[config.mk]
export PLATFORM = sky130hd
export DESIGN_NAME = min_priority_queue_top_flat
export DESIGN_NICKNAME = d
export VERILOG_FILES = /design/src/mpq_pkg.sv /design/src/mpq_if.sv /design/src/min_priority_queue_top.sv /design/src/mpq_cell.sv /design/src/flat_wrapper.sv
export SDC_FILE = /design/constraint.sdc
export NUM_CORES = 2
export LEC_CHECK = 0
export BUFFER_PORTS_ARGS = -buffer_cell sky130_fd_sc_hd__buf_4
export CORE_ASPECT_RATIO = 1.2
export CORE_MARGIN = 5
export CORE_UTILIZATION = 70
export CTS_BUF_LIST = sky130_fd_sc_hd__clkbuf_16
export CTS_CLUSTER_SIZE = 8
export DETAILED_ROUTE_END_ITERATION = 16
export PLACE_DENSITY_LB_ADDON = 0.2
export SLEW_MARGIN = 20
export SYNTH_ARGS = -nofsm -noshare
export SYNTH_HDL_FRONTEND = slang
export SYNTH_HIERARCHICAL = 1
export SYNTH_SLANG_ARGS = --single-unit
export TNS_END_PERCENT = 50
[constraint.sdc]
create_clock -name clk -period 58.3 [get_ports clk]
set_input_delay 11.66 -clock clk [delete_from_list [all_inputs] [get_ports clk]]
set_output_delay 11.66 -clock clk [all_outputs]
set_load 0.01 [all_outputs]
[src/mpq_pkg.sv]
// Package with the request codes, status codes and cell control type of the priority queue.
`timescale 1ns / 1ps
`default_nettype none
package mpq_pkg;

  typedef enum logic [1:0] {
    KIND_INSERT = 2'd0,
    KIND_REMOVE = 2'd1,
    KIND_CLEAR  = 2'd2,
    KIND_STATUS = 2'd3
  } kind_t;

  typedef enum logic [1:0] {
    ST_OK    = 2'd0,
    ST_FULL  = 2'd1,
    ST_EMPTY = 2'd2
  } status_t;

  localparam int unsigned DATA_W  = 32;
  localparam int unsigned COUNT_W = 5;

  typedef struct packed {
    logic                     en;
    kind_t                    kind;
    logic signed [DATA_W-1:0] value;
  } cell_ctl_t;

endpackage
`default_nettype wire

[src/mpq_if.sv]
// Interfaces for the request and result channels of the priority queue.
`timescale 1ns / 1ps
`default_nettype none
interface mpq_req_if;
  logic                valid;
  logic                ready;
  mpq_pkg::kind_t      kind;
  logic signed [31:0]  value;

  modport source (output valid, output kind, output value, input ready);
  modport sink (input valid, input kind, input value, output ready);
endinterface

interface mpq_rsp_if;
  logic                valid;
  logic                ready;
  logic signed [31:0]  removed_value;
  logic signed [31:0]  head_value;
  logic                is_empty;
  logic [4:0]          entry_count;
  mpq_pkg::status_t    status;

  modport source (output valid, output removed_value, output head_value, output is_empty,
                  output entry_count, output status, input ready);
  modport sink (input valid, input removed_value, input head_value, input is_empty,
                input entry_count, input status, output ready);
endinterface
`default_nettype wire

[src/min_priority_queue_top.sv]
// Top level of the min-priority queue built as a chain of sorted cells.
//
//   channel  direction  payload
//   req      in         kind, value
//   rsp      out        removed_value, head_value, is_empty, entry_count, status
//
// On each request all cells compare against the new value and shift together, so the
// cell compare-and-select path sets the clock period. A request is taken whenever
// the result register is empty or its item is being taken in the same cycle.
// Synchronous reset empties the queue and drops any pending result.
`timescale 1ns / 1ps
`default_nettype none
module min_priority_queue_top #(
  parameter int unsigned CAPACITY = 16
) (
  input  wire         clk,
  input  wire         rst,
  mpq_req_if.sink     req,
  mpq_rsp_if.source   rsp
);
  import mpq_pkg::*;

  localparam int unsigned CW = $clog2(CAPACITY + 1);

  logic [CW-1:0]      count;
  logic [CW-1:0]      count_next;
  logic               accept;
  logic               full;
  logic               empty;
  kind_t              eff_kind;
  status_t            status_next;
  cell_ctl_t          ctl;

  logic signed [31:0] cell_data [CAPACITY];
  logic signed [31:0] cell_next [CAPACITY];
  logic               cell_le   [CAPACITY];

  assign req.ready = !rst && (!rsp.valid || rsp.ready);
  assign accept    = req.valid && req.ready;
  assign full      = (count == CW'(CAPACITY));
  assign empty     = (count == '0);

  always_comb begin
    eff_kind    = KIND_STATUS;
    status_next = ST_OK;
    count_next  = count;
    case (req.kind)
      KIND_INSERT: begin
        if (full) begin
          status_next = ST_FULL;
        end else begin
          eff_kind   = KIND_INSERT;
          count_next = count + CW'(1);
        end
      end
      KIND_REMOVE: begin
        if (empty) begin
          status_next = ST_EMPTY;
        end else begin
          eff_kind   = KIND_REMOVE;
          count_next = count - CW'(1);
        end
      end
      KIND_CLEAR: count_next = '0;
      default:    count_next = count;
    endcase
  end

  assign ctl.en    = accept && ((eff_kind == KIND_INSERT) || (eff_kind == KIND_REMOVE));
  assign ctl.kind  = eff_kind;
  assign ctl.value = req.value;

  for (genvar i = 0; i < CAPACITY; i++) begin : g_cell
    logic               left_le;
    logic signed [31:0] left_data;
    logic signed [31:0] right_data;

    if (i == 0) begin : g_first
      assign left_le   = 1'b1;
      assign left_data = cell_data[0];
    end else begin : g_mid
      assign left_le   = cell_le[i-1];
      assign left_data = cell_data[i-1];
    end

    if (i == CAPACITY - 1) begin : g_last
      assign right_data = cell_data[i];
    end else begin : g_inner
      assign right_data = cell_data[i+1];
    end

    mpq_cell u_cell (
      .clk        (clk),
      .ctl        (ctl),
      .occupied   (count > CW'(i)),
      .left_le    (left_le),
      .left_data  (left_data),
      .right_data (right_data),
      .le         (cell_le[i]),
      .data       (cell_data[i]),
      .data_next  (cell_next[i])
    );
  end

  always_ff @(posedge clk) begin
    if (rst) begin
      count     <= '0;
      rsp.valid <= 1'b0;
    end else begin
      if (accept) begin
        count     <= count_next;
        rsp.valid <= 1'b1;
      end else if (rsp.ready) begin
        rsp.valid <= 1'b0;
      end
    end
  end

  always_ff @(posedge clk) begin
    if (accept) begin
      rsp.removed_value <= (eff_kind == KIND_REMOVE) ? cell_data[0] : '0;
      rsp.head_value    <= (count_next != '0) ? cell_next[0] : '0;
      rsp.is_empty      <= (count_next == '0);
      rsp.entry_count   <= COUNT_W'(count_next);
      rsp.status        <= status_next;
    end
  end

endmodule
`default_nettype wire

[src/mpq_cell.sv]
// One slot of the sorted chain: holds a value and shifts it toward either neighbor.
`timescale 1ns / 1ps
`default_nettype none
module mpq_cell (
  input  wire                    clk,
  input  wire mpq_pkg::cell_ctl_t ctl,
  input  wire                    occupied,
  input  wire                    left_le,
  input  wire signed [31:0]      left_data,
  input  wire signed [31:0]      right_data,
  output logic                   le,
  output logic signed [31:0]     data,
  output logic signed [31:0]     data_next
);
  import mpq_pkg::*;

  assign le = occupied && (data <= ctl.value);

  always_comb begin
    case (ctl.kind)
      KIND_INSERT: begin
        if (le) begin
          data_next = data;
        end else if (left_le) begin
          data_next = ctl.value;
        end else begin
          data_next = left_data;
        end
      end
      KIND_REMOVE: data_next = right_data;
      default:     data_next = data;
    endcase
  end

  always_ff @(posedge clk) begin
    if (ctl.en) begin
      data <= data_next;
    end
  end

endmodule
`default_nettype wire
[src/flat_wrapper.sv]
// flat-port wrapper written by rule: the top's interface ports become plain ports
module min_priority_queue_top_flat import mpq_pkg::*;
#(
  parameter int unsigned CAPACITY = 16
)
  (clk, rst, req_valid, req_kind, req_value, req_ready, rsp_valid, rsp_removed_value, rsp_head_value, rsp_is_empty, rsp_entry_count, rsp_status, rsp_ready);
  mpq_req_if req_i ();
  mpq_rsp_if rsp_i ();
  input  wire clk;
  input  wire rst;
  input wire logic [$bits(req_i.valid)-1:0] req_valid;
  input wire logic [$bits(req_i.kind)-1:0] req_kind;
  input wire logic [$bits(req_i.value)-1:0] req_value;
  output wire logic [$bits(req_i.ready)-1:0] req_ready;
  output wire logic [$bits(rsp_i.valid)-1:0] rsp_valid;
  output wire logic [$bits(rsp_i.removed_value)-1:0] rsp_removed_value;
  output wire logic [$bits(rsp_i.head_value)-1:0] rsp_head_value;
  output wire logic [$bits(rsp_i.is_empty)-1:0] rsp_is_empty;
  output wire logic [$bits(rsp_i.entry_count)-1:0] rsp_entry_count;
  output wire logic [$bits(rsp_i.status)-1:0] rsp_status;
  input wire logic [$bits(rsp_i.ready)-1:0] rsp_ready;
  assign req_i.valid = req_valid;
  assign req_i.kind = req_kind;
  assign req_i.value = req_value;
  assign req_ready = req_i.ready;
  assign rsp_valid = rsp_i.valid;
  assign rsp_removed_value = rsp_i.removed_value;
  assign rsp_head_value = rsp_i.head_value;
  assign rsp_is_empty = rsp_i.is_empty;
  assign rsp_entry_count = rsp_i.entry_count;
  assign rsp_status = rsp_i.status;
  assign rsp_i.ready = rsp_ready;
  min_priority_queue_top #(.CAPACITY(CAPACITY)) u_core (.clk(clk), .rst(rst), .req(req_i), .rsp(rsp_i));
endmodule
==> metrics.csv <==
metric,value,unit
outcome,completed,
Crit Path Max Fanout,7,
sw frac,0.336,
Layout fillers,5773,
leakage,24.3,nW
Layout Nets,6574,
Hold Worst Slack,0.619,ns
maximum vdd drop,0.0190,mV
worst path required time,46.64,ns
first-pass GRT wire length,267000,um
CTS tree,built,
"commonest cells after routing, fill and taps aside","1042 x inv_1, 690 x a21oi_1, 584 x edfxtp_1",
Die Area,0.0871,mm2
total grt overflow,0,
Root Buffer,clkbuf_16,
HP Class,reg2reg,
# IOs,112,
synthesized area,0.0569,mm2
most frequent CP cell,buf_4,
Max Clk Rate,0.0420,GHz
crit share post-route,0.409,
Flop pwr share,0.386,
hold_buf cts,0,
crit path time final,23.82,ns
Core Region,0.0806,mm2
Final ANT Viol Nets,0,
Syn Area/Cell,9.33,um2
net switching power,0.455,mW
Tot GR Track Use,0.379,
Worst setup EP type,output port,
syn nets,6655,
critical path startpoint category,input port,
sequential cell area,0.0177,mm2
max-slew violations,0,
area grow syn2layout,5.42,%
post-CTS setup buffer count,0,
worst skew pair latency,0.68,ns
Clock Sinks,590,
Critical Path AT,12.16,ns
worst path bufs/invs,2,
crit-path cells,buf_4 > nor2_1 > buf_4,
layout cell share with drive strength beyond 1,0.141,
RSZ-0062 raised after global routing,false,
reg2reg setup slack,51.54,ns
cell count after synthesis,6099,
Rows,114,
power per cell area,22.6,mW/mm2
Final Cell Area,0.0600,mm2
vias in the first global route,49200,
critical path depth,3,
Slew headroom,0.252,
DRC viols,0,
YS warnings,6,
drt wl/cell,24.4,um
origin of the critical flop-to-flop path,u_core/count[0]$_SDFFE_PP0P_,
Worst Hold Path EP,u_core/rsp.valid$_SDFFE_PP0P_,
Sum Neg Setup Slack,0,ns
HP Start,u_core/rsp.valid$_SDFFE_PP0P_,
RR Endpoint,u_core/g_cell[9].u_cell/data[19]$_DFFE_PP_,
DRT Wirelength,173000,um
Clk pwr share,0.337,
Slew @ Worst Pin,1.12,ns
Layout Skew,0.0590,ns
DP Area,0.0577,mm2
critical path's largest stage delay,0.19,ns
routability cong.,0.919,
post_cts resized,0,
CTS Buf Count,83,
H-tree depth,3,
Pint,0.900,mW
initial DRC count,5737,
Vias/cell,6.90,
"CTS clk-pin slew, worst paths",0.06,ns
die width,270,um
Crit path max-delay family,buffers and inverters,
Hold Path Stages,3,
"commonest non-fill, non-tap cell in the layout",inv_1,
Setup CP Type,in2out,
Final Hold Viols,0,
antenna violations before repair,2,
Logic pwr share,0.277,
hpwl dp,116000,um
Final setup violation count,0,
CP max-delay cell,nor2_1,
Reg2Reg Depth,10,
area of the multi-input gates,0.0336,mm2
Die Ht,322,um
max-cap viol count,0,
Initial Utilization,0.706,
CTS Buffer Depth,3,
vias post-DR,48900,
DR pass1 iterations,6,
Port Buffer Count,111,
largest net degree at the start of global routing,177,
## worst reg2reg max path, cell delays in order, from the launching register on
cell and delay [ns]:
dfxtp_1 0.57, inv_1 0.25, ha_1 0.29, nor3b_2 0.20, nand2_1 0.15, nand2_4 0.46
nor2_4 0.75, buf_4 0.96, buf_4 0.92, buf_4 0.82, buf_4 0.88
## metrics by stage
step	setup WS (ns)	instances	total power [mW]	util
2_1_floorplan	23.32	6099	0.815	-
3_5_place_dp	34.48	6977	0.895	0.716
4_1_cts	34.48	7089	1.35	0.744
3_3_place_gp	34.47	6976	0.879	0.716
6_report	34.48	7090	1.35	0.745
5_1_grt	34.46	7089	1.40	0.745
## routing by layer
layer  share of wire  global-route usage
met4           0.076               0.266
met1            0.36               0.436
met2            0.49               0.652
met5        0.000075                   0
met3           0.077              0.0580
## how the worst max path moves through the flow
stage	endpoint	startpoint	slack, ns
2_1_floorplan	u_core/g_cell[0].u_cell/data[0]$_DFFE_PP_	req_kind[0]	23.32
3_3_place_gp	req_ready	rsp_ready	34.47
3_5_place_dp	req_ready	rst	34.48
4_1_cts	req_ready	rst	34.48
5_1_grt	req_ready	rsp_ready	34.46
6_report	req_ready	rst	34.48
## final cells by class
cell class	count	area share
Antenna cell	1	0.0000417
Clock buffer	83	0.0346
Clock inverter	29	0.00392
Inverter	1025	0.0641
Multi-Input combinational cell	4148	0.560
Sequential cell	590	0.294
Tap cell	1044	0.0218
Timing Repair Buffer	170	0.0217
## registers in the layout, summed over array words and instances (netlist names)
| register | flops |
|---|---|
| u_core/rsp.status | 2 |
| u_core/count | 5 |
| u_core/rsp.removed_value | 32 |
| u_core/rsp.entry_count | 5 |
| u_core/rsp.head_value | 32 |
| u_core/rsp.valid | 1 |
| u_core/rsp.is_empty | 1 |
| u_core/g_cell.u_cell/data | 512 |
## power groups by stage
| stage | Sequential, mW | Combinational, mW | Clock [mW] |
|---|---|---|---|
| 2_1_floorplan | 0.534 | 0.281 | 0 |
| 3_3_place_gp | 0.530 | 0.349 | 0 |
| 3_5_place_dp | 0.531 | 0.364 | 0 |
| 4_1_cts | 0.523 | 0.366 | 0.459 |
| 5_1_grt | 0.524 | 0.404 | 0.476 |
| 6_report | 0.523 | 0.375 | 0.456 |
No activity file was read; power rests on OpenSTA's default activity.
